**src/rtl/gaze_deadzone_smoother_assert.svh**
```systemverilog
// Assertion helpers, sampled on clk_i and off while rst_ni is low.
`ifndef GAZE_DEADZONE_SMOOTHER_ASSERT_SVH
`define GAZE_DEADZONE_SMOOTHER_ASSERT_SVH

// Same-cycle implication.
`define GDS_ASSERT_IMP(lbl, ante, cons) \
  lbl: assert property (@(posedge clk_i) disable iff (!rst_ni) (ante) |-> (cons)) \
    else $error("gds assertion failed");

// Next-cycle implication.
`define GDS_ASSERT_NXT(lbl, ante, cons) \
  lbl: assert property (@(posedge clk_i) disable iff (!rst_ni) (ante) |=> (cons)) \
    else $error("gds assertion failed");

`endif

```
**src/rtl/gds_pkg.sv**
```systemverilog
package gds_pkg;

  localparam int unsigned PosW   = 16;
  localparam int unsigned ErrW   = PosW + 1;
  localparam int unsigned FiltW  = 24;
  localparam int unsigned IntegW = 20;
  localparam int unsigned GainW  = 16;
  localparam int unsigned CfgW   = 32;
  localparam int unsigned CfgIdxW = 3;

  localparam logic signed [30:0] FiltMin  = -31'sd8388608;
  localparam logic signed [30:0] FiltMax  = 31'sd8388607;
  localparam logic signed [20:0] IntegMin = -21'sd524288;
  localparam logic signed [20:0] IntegMax = 21'sd524287;

  localparam logic [15:0] DeadZoneRst      = 16'd128;
  localparam logic [16:0] SlowZoneRst      = 17'd640;
  localparam logic [15:0] FastGainRst      = 16'd32768;
  localparam logic [15:0] SlowGainRst      = 16'd2621;
  localparam logic [15:0] IntegDeadZoneRst = 16'd16;
  localparam logic [15:0] IntegGainRst     = 16'd13107;
  localparam logic [31:0] JumpLimitSqRst   = 32'd81920;

  typedef enum logic [CfgIdxW-1:0] {
    RegDeadZone      = 3'd0,
    RegSlowZone      = 3'd1,
    RegFastGain      = 3'd2,
    RegSlowGain      = 3'd3,
    RegIntegDeadZone = 3'd4,
    RegIntegGain     = 3'd5,
    RegJumpLimitSq   = 3'd6
  } gds_reg_e;

  typedef struct packed {
    logic [15:0] dead_zone;
    logic [16:0] slow_zone;
    logic [15:0] fast_gain;
    logic [15:0] slow_gain;
    logic [15:0] integ_dead_zone;
    logic [15:0] integ_gain;
    logic [31:0] jump_limit_sq;
  } gds_cfg_t;

  // Next state of one axis after an accepted sample.
  typedef struct packed {
    logic signed [FiltW-1:0]  filt;
    logic signed [IntegW-1:0] integ;
    logic                     corr;
  } gds_axis_t;

endpackage

```
**src/rtl/gds_axis.sv**
```systemverilog
module gds_axis (
  input  logic signed [gds_pkg::FiltW-1:0]  filt_i,
  input  logic signed [gds_pkg::IntegW-1:0] integ_i,
  input  logic signed [gds_pkg::ErrW-1:0]   err_i,
  input  logic [gds_pkg::GainW-1:0]         gain_i,
  input  logic [15:0]                       dead_zone_i,
  input  logic [15:0]                       integ_dead_zone_i,
  input  logic [gds_pkg::GainW-1:0]         integ_gain_i,
  output gds_pkg::gds_axis_t                next_o
);

  logic signed [20:0] integ_sum;
  logic signed [19:0] integ_sat;
  logic [16:0]        err_mag;
  logic [19:0]        integ_mag;
  logic               step_on;
  logic               corr;
  logic signed [16:0] gain_s;
  logic signed [16:0] igain_s;
  logic signed [33:0] gain_prod;
  logic signed [36:0] integ_prod;
  logic signed [30:0] step_gain;
  logic signed [30:0] step_int;
  logic signed [30:0] filt_sum;
  logic signed [23:0] filt_sat;

  assign integ_sum = {integ_i[19], integ_i} + {{4{err_i[16]}}, err_i};

  always_comb begin
    priority if (integ_sum > gds_pkg::IntegMax) begin
      integ_sat = gds_pkg::IntegMax[19:0];
    end else if (integ_sum < gds_pkg::IntegMin) begin
      integ_sat = gds_pkg::IntegMin[19:0];
    end else begin
      integ_sat = integ_sum[19:0];
    end
  end

  assign err_mag   = err_i[16] ? 17'(-err_i) : 17'(err_i);
  assign integ_mag = integ_sat[19] ? 20'(-integ_sat) : 20'(integ_sat);
  assign step_on   = err_mag > {1'b0, dead_zone_i};
  assign corr      = integ_mag > {4'b0, integ_dead_zone_i};

  assign gain_s     = {1'b0, gain_i};
  assign igain_s    = {1'b0, integ_gain_i};
  assign gain_prod  = gain_s * err_i;
  assign integ_prod = igain_s * integ_sat;

  // arithmetic >> 8 of the products is a floor
  assign step_gain = step_on ? {{5{gain_prod[33]}}, gain_prod[33:8]} : '0;
  assign step_int  = corr ? {{2{integ_prod[36]}}, integ_prod[36:8]} : '0;
  assign filt_sum  = {{7{filt_i[23]}}, filt_i} + step_gain + step_int;

  always_comb begin
    priority if (filt_sum > gds_pkg::FiltMax) begin
      filt_sat = gds_pkg::FiltMax[23:0];
    end else if (filt_sum < gds_pkg::FiltMin) begin
      filt_sat = gds_pkg::FiltMin[23:0];
    end else begin
      filt_sat = filt_sum[23:0];
    end
  end

  assign next_o.filt  = filt_sat;
  assign next_o.integ = corr ? '0 : integ_sat;
  assign next_o.corr  = corr;

endmodule

```
**config.mk**
```make
export PLATFORM = sky130hd
export DESIGN_NAME = gds_axis
export DESIGN_NICKNAME = d
export VERILOG_FILES = /design/src/rtl/gaze_deadzone_smoother_assert.svh /design/src/rtl/gds_pkg.sv /design/src/rtl/gds_axis.sv
export SDC_FILE = /design/constraint.sdc
export NUM_CORES = 2
export LEC_CHECK = 0
export BUFFER_PORTS_ARGS = -buffer_cell sky130_fd_sc_hd__buf_4
export CAP_MARGIN = 20
export CORE_ASPECT_RATIO = 1.2
export CORE_MARGIN = 4
export CORE_UTILIZATION = 60
export DETAILED_ROUTE_END_ITERATION = 16
export PLACE_DENSITY_LB_ADDON = 0.05
export SETUP_SLACK_MARGIN = 0.1
export SLEW_MARGIN = 30
export SYNTH_ARGS = -nofsm -noshare
export SYNTH_HDL_FRONTEND = slang
export SYNTH_SLANG_ARGS = --single-unit
```
**constraint.sdc**
```tcl
create_clock -name vclk -period 24
set_clock_uncertainty 0.15 [all_clocks]
set_input_delay 2.4 -clock vclk [all_inputs]
set_output_delay 2.4 -clock vclk [all_outputs]
set_load 0.005 [all_outputs]
```
# Word level (Yosys, flattened, before mapping)
# Cells that the tools add are included.
[word_totals] out_inout_bits=45 reg_bits=0
[op_classes] n_lt_le_gt_ge=6 mul=2 mux=9 add_sub_neg=5
[op_table] cell="20-bit two-way mux" n=4
[op_table] cell="31-bit adder" n=2
[op_table] cell="31-bit two-way mux" n=2
[op_table] cell="24-bit two-way mux" n=2
[op_table] cell="17-bit by 20-bit multiplier with 37-bit output" n=1
[op_table] cell="17-bit by 17-bit multiplier with 34-bit output" n=1
[op_table] cell="31-bit by 24-bit > comparator with 1-bit output (second input constant)" n=1
[op_table] cell="31-bit by 24-bit < comparator with 1-bit output (second input constant)" n=1
[op_table] cell="20-bit by 17-bit adder with 21-bit output" n=1
[op_table] cell="21-bit by 20-bit > comparator with 1-bit output (second input constant)" n=1
[op_table] cell="21-bit by 20-bit < comparator with 1-bit output (second input constant)" n=1
[op_table] cell="20-bit by 16-bit > comparator with 1-bit output" n=1
[op_table] cell="20-bit negation" n=1
[op_table] cell="17-bit by 16-bit > comparator with 1-bit output" n=1
[op_table] cell="17-bit two-way mux" n=1
[op_table] cell="17-bit negation" n=1

# Depth between registers and ports, before layout
[depth] word_depth=12 mapped_depth=50 ltp_nobuf=45

# Worst setup path before layout
# Ideal clock, no wire load.
[synth_timing] kind="input-to-output" startpoint="input integ_i[0] (netlist name)" endpoint="output next_o[34] (netlist name)" required_time_ps=21450 slack_ps=8057 t_arrival_ps=13393 path_stages=49 n_path_buf=4 path_cell_list="ha_1 inv_1 fa_1 nor2b_1 o31a_4 o21ai_1 nand2_1 a41o_1 clkbuf_1 clkbuf_1 o21ai_0 nand2_1 buf_2 nand2_1 fa_1 inv_1 fa_1 inv_1 [... 13 more ...] o211ai_1 nand3b_1 a21oi_1 xor2_1 a21oi_1 fa_1 ha_1 a21o_1 a21oi_1 o311ai_0 or2_2 o21ai_0 a21oi_1 a31o_2 a221oi_4 a31o_2 clkbuf_1 o21ai_0"
[synth_lines] item="start: declaration" line_no="gds_axis.sv:3" text="input logic signed [gds_pkg::IntegW-1:0] integ_i,"
[synth_lines] item="end: declaration" line_no="gds_axis.sv:9" text="output gds_pkg::gds_axis_t next_o"

==> metrics <==
Synth Area in XOR/XNOR 4.07%; startpoint types input port; post-synth net total 4084; max-cap violations 0; Seq. cell area 0 µm²; drt first pass iters 5; GRT Util Overall 31.4%; outcome completed; share of cells above drive strength 1 7.44%; core area 43200 µm²; Critical Path Start err_i[0]; CP Capture Point next_o[24]; Fin. Hold Viols 0; post-DP HPWL 60700 µm; worst min-delay path class input port to output pin; Synth Area in Compound Gates 10.2%; post-synthesis mux area share 0.161%; mean area per synthesized cell 8.51 µm²; routed wire length 72300 µm; IO buf count 170; post-route clock period utilization 74.6%; critical path's most frequent cell fa_1; routing usage on met1 40.8%; area grow syn2layout 6.00%; largest net degree at the start of global routing 45; Syn. warnings 0; Post-Synth Adder-Cell Area 56.6%; Site Rows 83; busiest grt layer met2; Worst Setup End Kind output pin; routed vias/inst 5.72; chip width 200 µm; initial core utilization 61.2%; I/O pin cnt 170; Post-Synthesis Cells 3103; total grt overflow 0; Hold Buf Count CTS 0; Netlist cell types 88; largest family of logic cells by synthesized area adder cells; WS Path Type input port to output pin; area taken by multi-input logic gates 23300 µm²; Tightest Pin Transition 0.869 ns; post-synthesis cell area 26400 µm²; RSZ-0062 raised after global routing false; vias in the first global route 22.8k; WP data required 21.45 ns; simple-gate share of the synthesized area 17.3%; post-route minimum period 17.91 ns; Setup Fix Bufs, Post-CTS 0; Rel. slew slack 41.6%; Data arrival, critical path 15.36 ns; post-route ant nets 0; drt initial violations 1073; fill count 3782; Final #Nets 4142; die area 47500 µm²; Max Freq 55.8 MHz; global-route wire length before repair 119000 µm; drt drc 0; Critical Path Max Stage Delay 0.72 ns; seq_cells 0; crit-path max FO 23; layout clock buffer count 0; final setup violation count 0; minimum hold slack 5.39 ns; Final GP Congestion 0.929; initial antenna violation count 4; register area share after synthesis 0%; Vias 21.2k; routed length per placed instance 19.5 µm; post-cts resize count 0; Slew Viols, Final 0; met2 Use GR 55.0%; slowest CP cell a41o_1; setup TNS 0 ns; grt met3 use 3.15%; chip height 238 µm
## kinds of logic (layout without fill, tap and decap cells)
logic type / Yosys count / in the layout
and+or+nand+nor: 912 / 912
adders and majority gates: 861 / 861
buffers and inverters: 805 / 861
AOI/OAI and AO/OA: 400 / 400
xor gates and xnor gates: 121 / 121
muxes: 4 / 4
other: 0 / 1
## worst min path at each step
| stage | from | to | depth (start not counted) |
|---|---|---|---|
| finish | filt_i[0] | next_o[21] | 5 |
| global route | filt_i[0] | next_o[21] | 5 |
| CTS | filt_i[0] | next_o[21] | 5 |
| detailed placement | filt_i[0] | next_o[21] | 5 |
| global placement | filt_i[0] | next_o[21] | 5 |
| floorplan | filt_i[0] | next_o[21] | 3 |
## layer usage
layer / wire length (µm) / vias up
li1: - / 9693
met1: 28900 / 10700
met2: 36200 / 680
met3: 4140 / 174
met4: 3090 / 2
met5: 17 / -
## synth_stat cells (7+ instances only)
cell type | n | area, µm²
inv_1 | 671 | 2520
fa_1 | 558 | 11200
nand2_1 | 393 | 1480
ha_1 | 298 | 3730
and2_1 | 251 | 1570
a21oi_1 | 104 | 521
clkbuf_1 | 94 | 353
o21ai_0 | 78 | 390
nor2_1 | 75 | 282
xnor2_1 | 75 | 657
a21o_1 | 55 | 413
xor2_1 | 44 | 385
nor3_1 | 34 | 170
nand2b_1 | 28 | 175
and3_1 | 26 | 163
nand3_1 | 21 | 105
buf_2 | 19 | 95.1
o21a_1 | 19 | 143
o21ai_1 | 18 | 90.1
nand4_1 | 15 | 93.8
nor2b_1 | 15 | 93.8
a31oi_1 | 13 | 81.3
a211oi_1 | 12 | 90.1
or3_1 | 10 | 62.6
buf_4 | 9 | 67.6
o211ai_1 | 9 | 67.6
a211o_1 | 8 | 70.1
buf_1 | 8 | 30.0
a211oi_2 | 7 | 87.6
and4_1 | 7 | 61.3
o21bai_1 | 7 | 52.6
## metrics by stage
step                cells  cell area (µm²)  worst slack, ns  util, %
global placement     3710            28000             6.18     64.8
detailed placement   3711            28000             5.84     64.8
CTS                  3711            28000             5.78     64.8
global route         3711            28000             5.36     64.8
finish               3712            28000             6.09     64.8
floorplan            3103            26400             8.06        -
## critical path, delay by kind of cell
kind | cells | cell delay [ns]
AOI/OAI and AO/OA | 19 | 5.08
xor gates and xnor gates | 1 | 0.19
adders and majority gates | 11 | 4.93
buffers and inverters | 8 | 0.72
and+or+nand+nor | 8 | 1.99
## layout by cell type, fill, tap and decap left out, drive strengths merged, types with 5 or more instances in the layout
cell and n:
a211oi 19, o21a 19, nand3 21, or3 10, o22ai 5, nand3b 6
a31oi 15, nand2 393, inv 671, nand2b 29, fa 558, nor2b 15
nor2 75, o21bai 7, o311ai 5, o31ai 5, or2 8, a31o 6
a211o 8, o2bb2ai 5, a21oi 105, ha 298, and4 7, o211ai 9
nand4 15, buf 190, xor2 45, nor4 7, o31a 5, o21ai 97
maj3 5, and3 27, and2 253, xnor2 76, nor3 36, a21o 55
## layout make-up
type | instances | area share (%)
diodes | 1 | 0.00894
inverters | 671 | 8.99
multi-input cells | 2298 | 83.4
well taps | 552 | 2.47
repair buffers | 190 | 5.16
Power is left out: the tool's default activity adds up to more than one toggle a clock period on the data nets, which glitch-free logic cannot reach.
