==> src/rtl/gaze_deadzone_smoother_assert.svh <==
// Assertion helpers, sampled on clk_i and off while rst_ni is low.
`ifndef GAZE_DEADZONE_SMOOTHER_ASSERT_SVH
`define GAZE_DEADZONE_SMOOTHER_ASSERT_SVH

// Same-cycle implication.
`define GDS_ASSERT_IMP(lbl, ante, cons) \
  lbl: assert property (@(posedge clk_i) disable iff (!rst_ni) (ante) |-> (cons)) \
    else $error("gds assertion failed");

// Next-cycle implication.
`define GDS_ASSERT_NXT(lbl, ante, cons) \
  lbl: assert property (@(posedge clk_i) disable iff (!rst_ni) (ante) |=> (cons)) \
    else $error("gds assertion failed");

`endif

==> src/rtl/gds_pkg.sv <==
package gds_pkg;

  localparam int unsigned PosW   = 16;
  localparam int unsigned ErrW   = PosW + 1;
  localparam int unsigned FiltW  = 24;
  localparam int unsigned IntegW = 20;
  localparam int unsigned GainW  = 16;
  localparam int unsigned CfgW   = 32;
  localparam int unsigned CfgIdxW = 3;

  localparam logic signed [30:0] FiltMin  = -31'sd8388608;
  localparam logic signed [30:0] FiltMax  = 31'sd8388607;
  localparam logic signed [20:0] IntegMin = -21'sd524288;
  localparam logic signed [20:0] IntegMax = 21'sd524287;

  localparam logic [15:0] DeadZoneRst      = 16'd128;
  localparam logic [16:0] SlowZoneRst      = 17'd640;
  localparam logic [15:0] FastGainRst      = 16'd32768;
  localparam logic [15:0] SlowGainRst      = 16'd2621;
  localparam logic [15:0] IntegDeadZoneRst = 16'd16;
  localparam logic [15:0] IntegGainRst     = 16'd13107;
  localparam logic [31:0] JumpLimitSqRst   = 32'd81920;

  typedef enum logic [CfgIdxW-1:0] {
    RegDeadZone      = 3'd0,
    RegSlowZone      = 3'd1,
    RegFastGain      = 3'd2,
    RegSlowGain      = 3'd3,
    RegIntegDeadZone = 3'd4,
    RegIntegGain     = 3'd5,
    RegJumpLimitSq   = 3'd6
  } gds_reg_e;

  typedef struct packed {
    logic [15:0] dead_zone;
    logic [16:0] slow_zone;
    logic [15:0] fast_gain;
    logic [15:0] slow_gain;
    logic [15:0] integ_dead_zone;
    logic [15:0] integ_gain;
    logic [31:0] jump_limit_sq;
  } gds_cfg_t;

  // Next state of one axis after an accepted sample.
  typedef struct packed {
    logic signed [FiltW-1:0]  filt;
    logic signed [IntegW-1:0] integ;
    logic                     corr;
  } gds_axis_t;

endpackage

==> src/rtl/gds_cfg.sv <==
module gds_cfg (
  input  logic                          clk_i,
  input  logic                          rst_ni,
  input  logic                          cfg_we_i,
  input  logic [gds_pkg::CfgIdxW-1:0]   cfg_idx_i,
  input  logic [gds_pkg::CfgW-1:0]      cfg_wdata_i,
  output gds_pkg::gds_cfg_t             cfg_o
);

  gds_pkg::gds_cfg_t cfg_q, cfg_d;

  always_comb begin
    cfg_d = cfg_q;
    if (cfg_we_i) begin
      unique case (gds_pkg::gds_reg_e'(cfg_idx_i))
        gds_pkg::RegDeadZone:      cfg_d.dead_zone       = cfg_wdata_i[15:0];
        gds_pkg::RegSlowZone:      cfg_d.slow_zone       = cfg_wdata_i[16:0];
        gds_pkg::RegFastGain:      cfg_d.fast_gain       = cfg_wdata_i[15:0];
        gds_pkg::RegSlowGain:      cfg_d.slow_gain       = cfg_wdata_i[15:0];
        gds_pkg::RegIntegDeadZone: cfg_d.integ_dead_zone = cfg_wdata_i[15:0];
        gds_pkg::RegIntegGain:     cfg_d.integ_gain      = cfg_wdata_i[15:0];
        gds_pkg::RegJumpLimitSq:   cfg_d.jump_limit_sq   = cfg_wdata_i[31:0];
        default: ; // unmapped index
      endcase
    end
  end

  always_ff @(posedge clk_i or negedge rst_ni) begin
    if (!rst_ni) begin
      cfg_q.dead_zone       <= gds_pkg::DeadZoneRst;
      cfg_q.slow_zone       <= gds_pkg::SlowZoneRst;
      cfg_q.fast_gain       <= gds_pkg::FastGainRst;
      cfg_q.slow_gain       <= gds_pkg::SlowGainRst;
      cfg_q.integ_dead_zone <= gds_pkg::IntegDeadZoneRst;
      cfg_q.integ_gain      <= gds_pkg::IntegGainRst;
      cfg_q.jump_limit_sq   <= gds_pkg::JumpLimitSqRst;
    end else begin
      cfg_q <= cfg_d;
    end
  end

  assign cfg_o = cfg_q;

endmodule

==> config.mk <==
export PLATFORM = sky130hd
export DESIGN_NAME = gds_cfg
export DESIGN_NICKNAME = d
export VERILOG_FILES = /design/src/rtl/gaze_deadzone_smoother_assert.svh /design/src/rtl/gds_pkg.sv /design/src/rtl/gds_cfg.sv
export SDC_FILE = /design/constraint.sdc
export NUM_CORES = 1
export LEC_CHECK = 0
export ABC_AREA = 0
export BUFFER_PORTS_ARGS = -buffer_cell sky130_fd_sc_hd__buf_4
export CORE_MARGIN = 2
export CORE_UTILIZATION = 33
export CTS_BUF_LIST = sky130_fd_sc_hd__clkbuf_8
export DETAILED_ROUTE_END_ITERATION = 8
export GPL_TIMING_DRIVEN = 0
export SLEW_MARGIN = 25
export SYNTH_ARGS = -nofsm -noshare
export SYNTH_HDL_FRONTEND = slang
export SYNTH_SLANG_ARGS = --single-unit
==> constraint.sdc <==
create_clock -name clk_i -period 0.87 [get_ports clk_i]
set_input_delay 0.087 -clock clk_i [delete_from_list [all_inputs] [get_ports clk_i]]
set_output_delay 0.087 -clock clk_i [all_outputs]
set_load 0.01 [all_outputs]
## After elaboration in Yosys (flattened, before gate mapping)

Index checks and enable logic that the tools add are counted.

| cells by class | value |
|---|---|
| add/sub/neg operators | 0 |
| $mul | 0 |
| divide/modulo/power cells | 0 |
| order comparisons | 0 |
| equal/unequal tests | 6 |
| shifts and indexed selects | 0 |
| multiplexer cells | 0 |
| bitwise logic cells | 0 |
| reduce and logical (&&, ||, !) cells | 8 |

Operator list:

| cell | number |
|---|---|
| $reduce_and 2->1 | 7 |
| $eq 3x3->1 const B | 3 |
| $eq 3x2->1 const B | 2 |
| $eq 3x1->1 const B | 1 |
| $logic_not 3->1 | 1 |

| word-level totals | value |
|---|---|
| register bits after elaboration | 129 |
| bits in latches | 0 |
| bits in writable memories | 0 |
| bits in read-only memories | 0 |
| bits of input ports | 38 |
| output and inout bits | 129 |
| word-level logic and storage cells | 21 |
| memories | 0 |

## Logic depth before layout (Yosys ltp)

Gate-level depths: netlist of the first run.

| logic depth | value |
|---|---|
| word-level depth | 2 |
| gate-level depth with buffers | 5 |
| depth with buffers taken out | 2 |

## Worst setup path after synthesis of the first run

Ideal clock, no wire load.

| path | value |
|---|---|
| kind | input -> register |
| from | in cfg_idx_i[1] (netlist bit) |
| to | reg cfg_q (netlist bit cfg_o[113]) |
| library setup time | 125 ps |
| arrival time | 1,194 ps |
| required time | 745 ps |
| path slack | -450 ps |
| cell stages on the path | 4 |
| buffers on the path | 2 |
| cells stage by stage | buf_2 nor4b_4 buf_6 mux2_4 |

| between the ends | value |
|---|---|
| cells in the longest elaborated chain, start to end | 2 |

Ends and longest elaborated chain:

| item | line | text |
|---|---|---|
| from (decl) | gds_cfg.sv:5 | `input logic [gds_pkg::CfgIdxW-1:0] cfg_idx_i,` |
| $logic_not 3->1 | gds_cfg.sv:15 | `unique case (gds_pkg::gds_reg_e'(cfg_idx_i))` |
| $reduce_and 2->1 (no line) | - |  |
| to (signal assigned) | gds_cfg.sv:38 | `cfg_q <= cfg_d;` |
| to (decl) | gds_cfg.sv:10 | `gds_pkg::gds_cfg_t cfg_q, cfg_d;` |

Every way passes these cells.
A chain may end at the register's enable or synchronous reset.

## Final worst setup path of the first run

| path | value |
|---|---|
| from | reg cfg_q (netlist bit cfg_o[73]) |
| to | out cfg_o[73] (netlist bit) |

RTL lines:

| item | line | text |
|---|---|---|
| to (decl) | gds_cfg.sv:7 | `output gds_pkg::gds_cfg_t cfg_o` |

No word-level cell between the ends.

==> results of run 1 <==
synthesized netlist by cell type:
cell type | n | area (µm²)
sky130_fd_sc_hd__dfstp_2 | 22 | 578
sky130_fd_sc_hd__buf_6 | 5 | 56.3
sky130_fd_sc_hd__dfrtp_1 | 107 | 2680
sky130_fd_sc_hd__buf_2 | 11 | 55.1
sky130_fd_sc_hd__nand4b_2 | 2 | 30.0
sky130_fd_sc_hd__mux2_2 | 119 | 1340
sky130_fd_sc_hd__nor4bb_1 | 3 | 30.0
sky130_fd_sc_hd__nor4b_4 | 1 | 23.8
sky130_fd_sc_hd__nand4b_1 | 1 | 8.76
sky130_fd_sc_hd__mux2_4 | 10 | 150
worst paths after layout:
check | endpoint | start | slack, ps
setup / recovery | cfg_o[73] | cfg_o[73] | -310
hold / removal | cfg_o[57] | rst_ni | -430
max in group asynchronous | cfg_o[64] | rst_ni | 560
min in group clk_i | cfg_o[79] | cfg_we_i | 140
hold reg to reg | cfg_o[116] | cfg_o[116] | 530
setup reg to reg | cfg_o[93] | cfg_o[93] | -50
logic make-up (layout without fill, tap and decap cells):
group / after synthesis / in the layout / share of synthesized area, %
buffers and inverters: 16 / 308 / 2.25
flip-flops: 129 / 129 / 65.8
multiplexers: 129 / 129 / 30.1
AND/OR/NAND/NOR: 7 / 7 / 1.87
power by group:
group          internal, mW  switching, mW  leakage, nW  total (mW)
Sequential             7.50           1.08         1.52        8.58
Combinational          4.87           2.18         2.33        7.05
Clock                  3.61           2.33        0.247        5.94
cell type report:
type                       count  share of cell area [%]
tap                          184                    2.67
sequential                   129                    37.7
timing repair buffer         260                    31.1
buffer                        16                    2.23
clock inverter                12                    2.19
clock buffer                  20                    3.19
multi-input combinational    136                    20.9
what timing repair did:
item                       in CTS  in global routing
pin swaps                       1                  0
buffers inserted               52                 26
hold endpoints to repair      215                 61
gates resized for setup       143                 35
setup endpoints to repair     196                176
routing by layer:
| metal | wire length [µm] | part of all wire (%) | vias up |
|---|---|---|---|
| met3 | 813 | 5.9 | 16 |
| met1 | 5930 | 43 | 1740 |
| met2 | 6780 | 49 | 125 |
| met5 | 0 | 0 | - |
| met4 | 219 | 1.6 | 0 |
| li1 | - | - | 1559 |
stage by stage:
stage          total power [mW]  instances  area, µm²
2_1_floorplan              10.5        281       5210
3_3_place_gp               13.2        627       6650
3_5_place_dp               13.4        628       6690
4_1_cts                    21.3        744       8400
5_1_grt                    22.6        757       8620
6_report                   21.6        757       8620
==> metrics.txt, run 1 <==
# TYPE chip_impl_metric gauge
chip_impl_metric{name="worstMarginPinSlew",unit="ps"} 476
chip_impl_metric{name="timing.final.crit_share",unit="%"} 135
chip_impl_metric{name="dp_hpwl",unit="mm"} 8.37
chip_impl_metric{name="clk_pin_slew",unit="ps"} 70
chip_impl_metric{name="grt_max_degree",unit=""} 69
chip_impl_metric{name="drive_gt1_share",unit="%"} 74.9
chip_impl_metric{name="timing.fmax",unit="MHz"} 849
chip_impl_metric{name="synth-warning-count",unit=""} 0
chip_impl_metric{name="clk_path_buf_depth",unit=""} 2
chip_impl_metric{name="antenna-diode-count",unit=""} 0
chip_impl_metric{name="tns",unit="ps"} -26730
chip_impl_metric{name="post-route-drc-count",unit=""} 0
chip_impl_info{name="crit_path_end_kind",value="output pin"} 1
chip_impl_metric{name="floorplan.initialDensity",unit="%"} 33.9
chip_impl_metric{name="wire_length_of_the_first_global_routing_pass",unit="mm"} 20.7
chip_impl_metric{name="drtIter0Drc",unit=""} 240
chip_impl_info{name="crit_slowest_cell",value="sky130_fd_sc_hd__dfstp_2"} 1
chip_impl_metric{name="hold_viol",unit=""} 97
chip_impl_info{name="outcome",value="finished with violations"} 1
chip_impl_info{name="layout_commonest_cell",value="sky130_fd_sc_hd__buf_6"} 1
chip_impl_metric{name="timing_max_transition_violations_final",unit=""} 0
chip_impl_metric{name="multi_input_comb_area",unit="µm²"} 1800
chip_impl_metric{name="ys_types",unit=""} 10
chip_impl_metric{name="detail_route.wl_per_cell",unit="µm"} 18.1
chip_impl_metric{name="grt_use_met2",unit="%"} 26.5
chip_impl_metric{name="final.setup.worst_slack",unit="ps"} -307
chip_impl_metric{name="max-slew-margin-rel",unit="%"} 68.3
chip_impl_info{name="cts_tree",value="yes"} 1
chip_impl_metric{name="largest_fanout_on_the_critical_path",unit=""} 2
chip_impl_metric{name="fill_count",unit=""} 1101
chip_impl_metric{name="floorplan.die_area",unit="µm²"} 16000
chip_impl_metric{name="mean_number_of_vias_per_cell",unit=""} 4.54
chip_impl_metric{name="finalSetupViolCount",unit=""} 181
chip_impl_info{name="timing.hold.worst.class",value="in2async"} 1
chip_impl_metric{name="grt.met1_usage",unit="%"} 22.6
chip_impl_metric{name="area_delta_synth_final",unit="%"} 74.2
chip_impl_metric{name="clk_latency",unit="ps"} 440
chip_impl_metric{name="die_w",unit="µm"} 126
chip_impl_metric{name="top_ports",unit=""} 167
chip_impl_metric{name="die_h",unit="µm"} 126
chip_impl_metric{name="postSynthCellCount",unit=""} 281
chip_impl_metric{name="total_global_route_track_usage",unit="%"} 17.0
chip_impl_metric{name="period_needed",unit="ps"} 1180
chip_impl_info{name="timing.critical_path.max_delay_family",value="flip-flops"} 1
chip_impl_metric{name="detailedPlace.worstSlack",unit="ps"} -653
chip_impl_info{name="timing.critical_path.from_type",value="flop"} 1
chip_impl_metric{name="layout_nets",unit=""} 598
chip_impl_metric{name="postRouteWirelength",unit="mm"} 13.7
chip_impl_metric{name="worst-endpoint-arrival",unit="ps"} 1090
chip_impl_metric{name="dr.pass1.iters",unit=""} 4
chip_impl_metric{name="cts-buffers-inserted",unit=""} 17
chip_impl_metric{name="area.sequential",unit="µm²"} 3260
chip_impl_metric{name="grt_pass1_vias",unit=""} 3738
chip_impl_metric{name="grt_overflow_total",unit=""} 0
chip_impl_metric{name="sequential_fraction_of_the_synthesis_area",unit="%"} 65.8
chip_impl_metric{name="fin_util",unit="%"} 59.1
chip_impl_info{name="violations",value="negative hold slack, negative setup slack"} 1
chip_impl_metric{name="total_leakage_power",unit="nW"} 4.10
chip_impl_metric{name="timing.reg2reg.worst_path_depth",unit=""} 2
chip_impl_metric{name="depth_of_the_critical_timing_path_with_buffers_and_inverters_included",unit=""} 1
chip_impl_info{name="most-common-layout-cells",value="sky130_fd_sc_hd__buf_6 (173), sky130_fd_sc_hd__dfrtp_1 (107), sky130_fd_sc_hd__mux2_2 (66)"} 1
chip_impl_metric{name="grt_use_met3",unit="%"} 5.82
chip_impl_metric{name="number_of_buffers_inserted_by_port_buffering",unit=""} 162
chip_impl_metric{name="grt_antenna_before_repair",unit=""} 0
chip_impl_metric{name="hold-worst-slack",unit="ps"} -426
chip_impl_metric{name="critPathRequiredTime",unit="ps"} 780
chip_impl_metric{name="syn_avg_cell_area",unit="µm²"} 17.6
chip_impl_metric{name="critical_path.n_buffers_inverters",unit=""} 1
chip_impl_metric{name="synth_area",unit="µm²"} 4950
chip_impl_metric{name="cts_max_level",unit=""} 4
chip_impl_metric{name="cts_hold_buf",unit=""} 32
chip_impl_metric{name="synthesis.nets",unit=""} 319
chip_impl_metric{name="largest_reg_flops",unit=""} 129
chip_impl_metric{name="gp_routability_congestion",unit=""} 0.694
chip_impl_metric{name="max_cap_violations",unit=""} 0
chip_impl_metric{name="cts.sink_count",unit=""} 129
chip_impl_metric{name="cellPowerDensity",unit="nW/µm²"} 2500
chip_impl_metric{name="ys_seq_elements",unit=""} 129
chip_impl_info{name="grt_busiest_layer",value="met2"} 1
chip_impl_metric{name="finClkSkew",unit="ps"} 0
chip_impl_info{name="grt_setup_unrepaired",value="yes"} 1
chip_impl_info{name="timing_worst_setup_path_type",value="reg2out"} 1
chip_impl_metric{name="core_area",unit="µm²"} 14600
chip_impl_info{name="clk_root_buffer_cell",value="sky130_fd_sc_hd__clkbuf_8"} 1
chip_impl_metric{name="irDropWorstVdd",unit="µV"} 1130
chip_impl_metric{name="via_count",unit=""} 3440
chip_impl_metric{name="placementRows",unit=""} 44
chip_impl_metric{name="crit_path_max_incr_delay",unit="ps"} 550
chip_impl_info{name="series_of_cell_instances_along_the_critical_path",value="buf_6"} 1
chip_impl_metric{name="detail-route-antenna-nets",unit=""} 0
Note: power is estimated with default switching activity, not from simulation.
==> run 2, diff against run 1 <==
CORE_UTILIZATION = 52   (was 33)
PLACE_DENSITY = 0.82   (was not set)
==> metrics.txt, run 2 (same netlist as run 1, synthesis figures left out) <==
# TYPE chip_impl_metric gauge
chip_impl_metric{name="power.share.combinational",unit="%"} 35.3
chip_impl_metric{name="layout_nets",unit=""} 609
chip_impl_info{name="crit_slowest_cell",value="sky130_fd_sc_hd__dfstp_2"} 1
chip_impl_metric{name="antenna-diode-count",unit=""} 0
chip_impl_metric{name="internal_power",unit="mW"} 15.6
chip_impl_metric{name="timing.final.crit_share",unit="%"} 138
chip_impl_metric{name="grt_max_degree",unit=""} 69
chip_impl_metric{name="power.share.sequential",unit="%"} 39.8
chip_impl_metric{name="cts_max_level",unit=""} 4
chip_impl_metric{name="total_global_route_track_usage",unit="%"} 31.3
chip_impl_metric{name="mean_number_of_vias_per_cell",unit=""} 5.45
chip_impl_metric{name="die_h",unit="µm"} 102
chip_impl_metric{name="post-route-drc-count",unit=""} 0
chip_impl_metric{name="core_area",unit="µm²"} 9240
chip_impl_metric{name="postRouteWirelength",unit="mm"} 19.3
chip_impl_info{name="clk_root_buffer_cell",value="sky130_fd_sc_hd__clkbuf_8"} 1
chip_impl_info{name="crit_path_end_kind",value="output pin"} 1
chip_impl_info{name="grt_setup_unrepaired",value="yes"} 1
chip_impl_info{name="timing_worst_setup_path_type",value="reg2out"} 1
chip_impl_metric{name="area_delta_synth_final",unit="%"} 76.7
chip_impl_info{name="layout_commonest_cell",value="sky130_fd_sc_hd__buf_6"} 1
chip_impl_metric{name="timing.fmax",unit="MHz"} 834
chip_impl_metric{name="ff2ff_setup_slack",unit="ps"} -150
chip_impl_info{name="timing.hold.worst.class",value="in2async"} 1
chip_impl_metric{name="cts_hold_buf",unit=""} 32
chip_impl_metric{name="max_cap_violations",unit=""} 0
chip_impl_metric{name="detail_route.wl_per_cell",unit="µm"} 27.0
chip_impl_metric{name="finalSetupViolCount",unit=""} 202
chip_impl_metric{name="number_of_buffers_inserted_by_port_buffering",unit=""} 162
chip_impl_metric{name="worstMarginPinSlew",unit="ps"} 523
chip_impl_metric{name="timing.reg2reg.worst_path_depth",unit=""} 2
chip_impl_metric{name="clk_pin_slew",unit="ps"} 90
chip_impl_metric{name="final.setup.worst_slack",unit="ps"} -328
chip_impl_metric{name="via_count",unit=""} 3888
chip_impl_metric{name="critPathRequiredTime",unit="ps"} 780
chip_impl_info{name="timing.rr.end",value="cfg_o[106]"} 1
chip_impl_metric{name="wire_length_of_the_first_global_routing_pass",unit="mm"} 23.8
chip_impl_metric{name="drtIter0Drc",unit=""} 155
chip_impl_metric{name="fill_count",unit=""} 224
chip_impl_metric{name="largest_reg_flops",unit=""} 129
chip_impl_info{name="most-common-layout-cells",value="sky130_fd_sc_hd__buf_6 (193), sky130_fd_sc_hd__dfrtp_1 (107), sky130_fd_sc_hd__mux2_4 (70)"} 1
chip_impl_metric{name="total_leakage_power",unit="nW"} 4.19
chip_impl_metric{name="floorplan.die_area",unit="µm²"} 10300
chip_impl_metric{name="totalPowerFinal",unit="mW"} 22.3
chip_impl_metric{name="dp_hpwl",unit="mm"} 7.73
chip_impl_metric{name="clk_latency",unit="ps"} 430
chip_impl_info{name="timing.critical_path.max_delay_family",value="flip-flops"} 1
chip_impl_info{name="timing.critical_path.from_type",value="flop"} 1
chip_impl_metric{name="detail-route-antenna-nets",unit=""} 0
chip_impl_metric{name="drive_gt1_share",unit="%"} 75.7
chip_impl_metric{name="largest_fanout_on_the_critical_path",unit=""} 2
chip_impl_info{name="series_of_cell_instances_along_the_critical_path",value="buf_6"} 1
chip_impl_metric{name="floorplan.initialDensity",unit="%"} 53.6
chip_impl_info{name="outcome",value="finished with violations"} 1
chip_impl_info{name="worstReg2RegStart",value="cfg_o[106]"} 1
chip_impl_metric{name="timing_max_transition_violations_final",unit=""} 0
chip_impl_metric{name="cellPowerDensity",unit="nW/µm²"} 2550
chip_impl_metric{name="detailedPlace.worstSlack",unit="ps"} -677
chip_impl_metric{name="power.switching_fraction",unit="%"} 30.1
chip_impl_info{name="violations",value="negative hold slack, negative setup slack"} 1
chip_impl_metric{name="top_ports",unit=""} 167
chip_impl_metric{name="grt_antenna_before_repair",unit=""} 0
chip_impl_metric{name="cts.sink_count",unit=""} 129
chip_impl_metric{name="placementRows",unit=""} 35
chip_impl_metric{name="grt_overflow_total",unit=""} 0
chip_impl_metric{name="irDropWorstVdd",unit="µV"} 2010
chip_impl_metric{name="gp_routability_congestion",unit=""} 0.724
chip_impl_metric{name="fin_util",unit="%"} 94.6
chip_impl_metric{name="clk_path_buf_depth",unit=""} 2
chip_impl_metric{name="cts-buffers-inserted",unit=""} 17
chip_impl_metric{name="total_switching_power",unit="mW"} 6.72
chip_impl_metric{name="hold-worst-slack",unit="ps"} -405
chip_impl_metric{name="finClkSkew",unit="ps"} 0
chip_impl_metric{name="critical_path.n_buffers_inverters",unit=""} 1
chip_impl_metric{name="max-slew-margin-rel",unit="%"} 65.2
chip_impl_metric{name="hold_viol",unit=""} 67
chip_impl_metric{name="period_needed",unit="ps"} 1200
chip_impl_metric{name="crit_path_max_incr_delay",unit="ps"} 560
chip_impl_metric{name="worst-endpoint-arrival",unit="ps"} 1110
chip_impl_metric{name="grt_pass1_vias",unit=""} 4192
chip_impl_metric{name="clock_power_share",unit="%"} 25.0
chip_impl_metric{name="dr.pass1.iters",unit=""} 4
chip_impl_metric{name="die_w",unit="µm"} 102
chip_impl_info{name="cts_tree",value="yes"} 1
[run 2: changes by cell type in the layout (fill, tap and decap cells not counted), sizes merged]
cell,delta
clkinvlp,+2
clkbuf,-1
buf,+10
bufinv,-2
clkinv,+2
[run 2: layer usage]
layer,share of wire (%),up-vias,GRT usage [%]
li1,-,1582,-
met1,35,1999,35.9
met2,54,231,55.8
met3,6.7,76,8.63
met4,5.0,0,11.9
met5,0,-,0
[run 2: layout make-up]
class                      count  area (µm²)  area share [%]
buffer                        16         215            2.46
multi-input combinational    136        1840            21.1
clock buffer                  18         248            2.83
clock inverter                14         166            1.90
sequential                   129        3260            37.2
tap                          129         161            1.85
timing repair buffer         271        2850            32.6
[run 2: power groups by stage]
| stage | sequential, mW | clock [mW] | combinational (mW) |
|---|---|---|---|
| 6_report | 8.88 | 5.57 | 7.87 |
| 5_1_grt | 8.95 | 5.84 | 8.18 |
| 4_1_cts | 8.46 | 5.32 | 6.87 |
| 3_5_place_dp | 8.35 | 0 | 5.01 |
| 3_3_place_gp | 8.28 | 0 | 4.88 |
| 2_1_floorplan | 8.88 | 0 | 1.65 |
[run 2: repair_timing]
action	CTS	global route
setup buffers	61	30
setup endpoints to repair	176	216
gates resized for setup	143	68
endpoints found under the hold margin	196	54
pin swaps	1	2
gates cloned	0	1
[run 2: metrics by stage]
stage          hold slack [ps]  instance area, µm²  setup TNS, ps  instances
2_1_floorplan             -209                5210         -32540        281
3_3_place_gp               319                6580        -125770        572
3_5_place_dp              66.0                6620         -54360        573
4_1_cts                   -386                8360         -26220        698
5_1_grt                   -373                8740         -37130        713
6_report                  -405                8740         -33000        713
[run 2: worst max-delay path by stage]
stage                 startpoint          to  slack (ps)  cells after the start
floorplan           cfg_idx_i[1]  cfg_o[113]        -420                      4
global placement          rst_ni   cfg_o[25]        -650                      1
detailed placement  cfg_idx_i[1]  cfg_o[128]        -680                      4
CTS                    cfg_o[36]   cfg_o[36]        -310                      1
global route           cfg_o[16]   cfg_o[16]        -370                      1
finish                 cfg_o[16]   cfg_o[16]        -330                      1
[run 2: worst reg2reg max path, stage by stage (launching register included)]
cell and delay, ps:
sky130_fd_sc_hd__dfrtp_1 460, sky130_fd_sc_hd__buf_6 150, sky130_fd_sc_hd__mux2_4 290
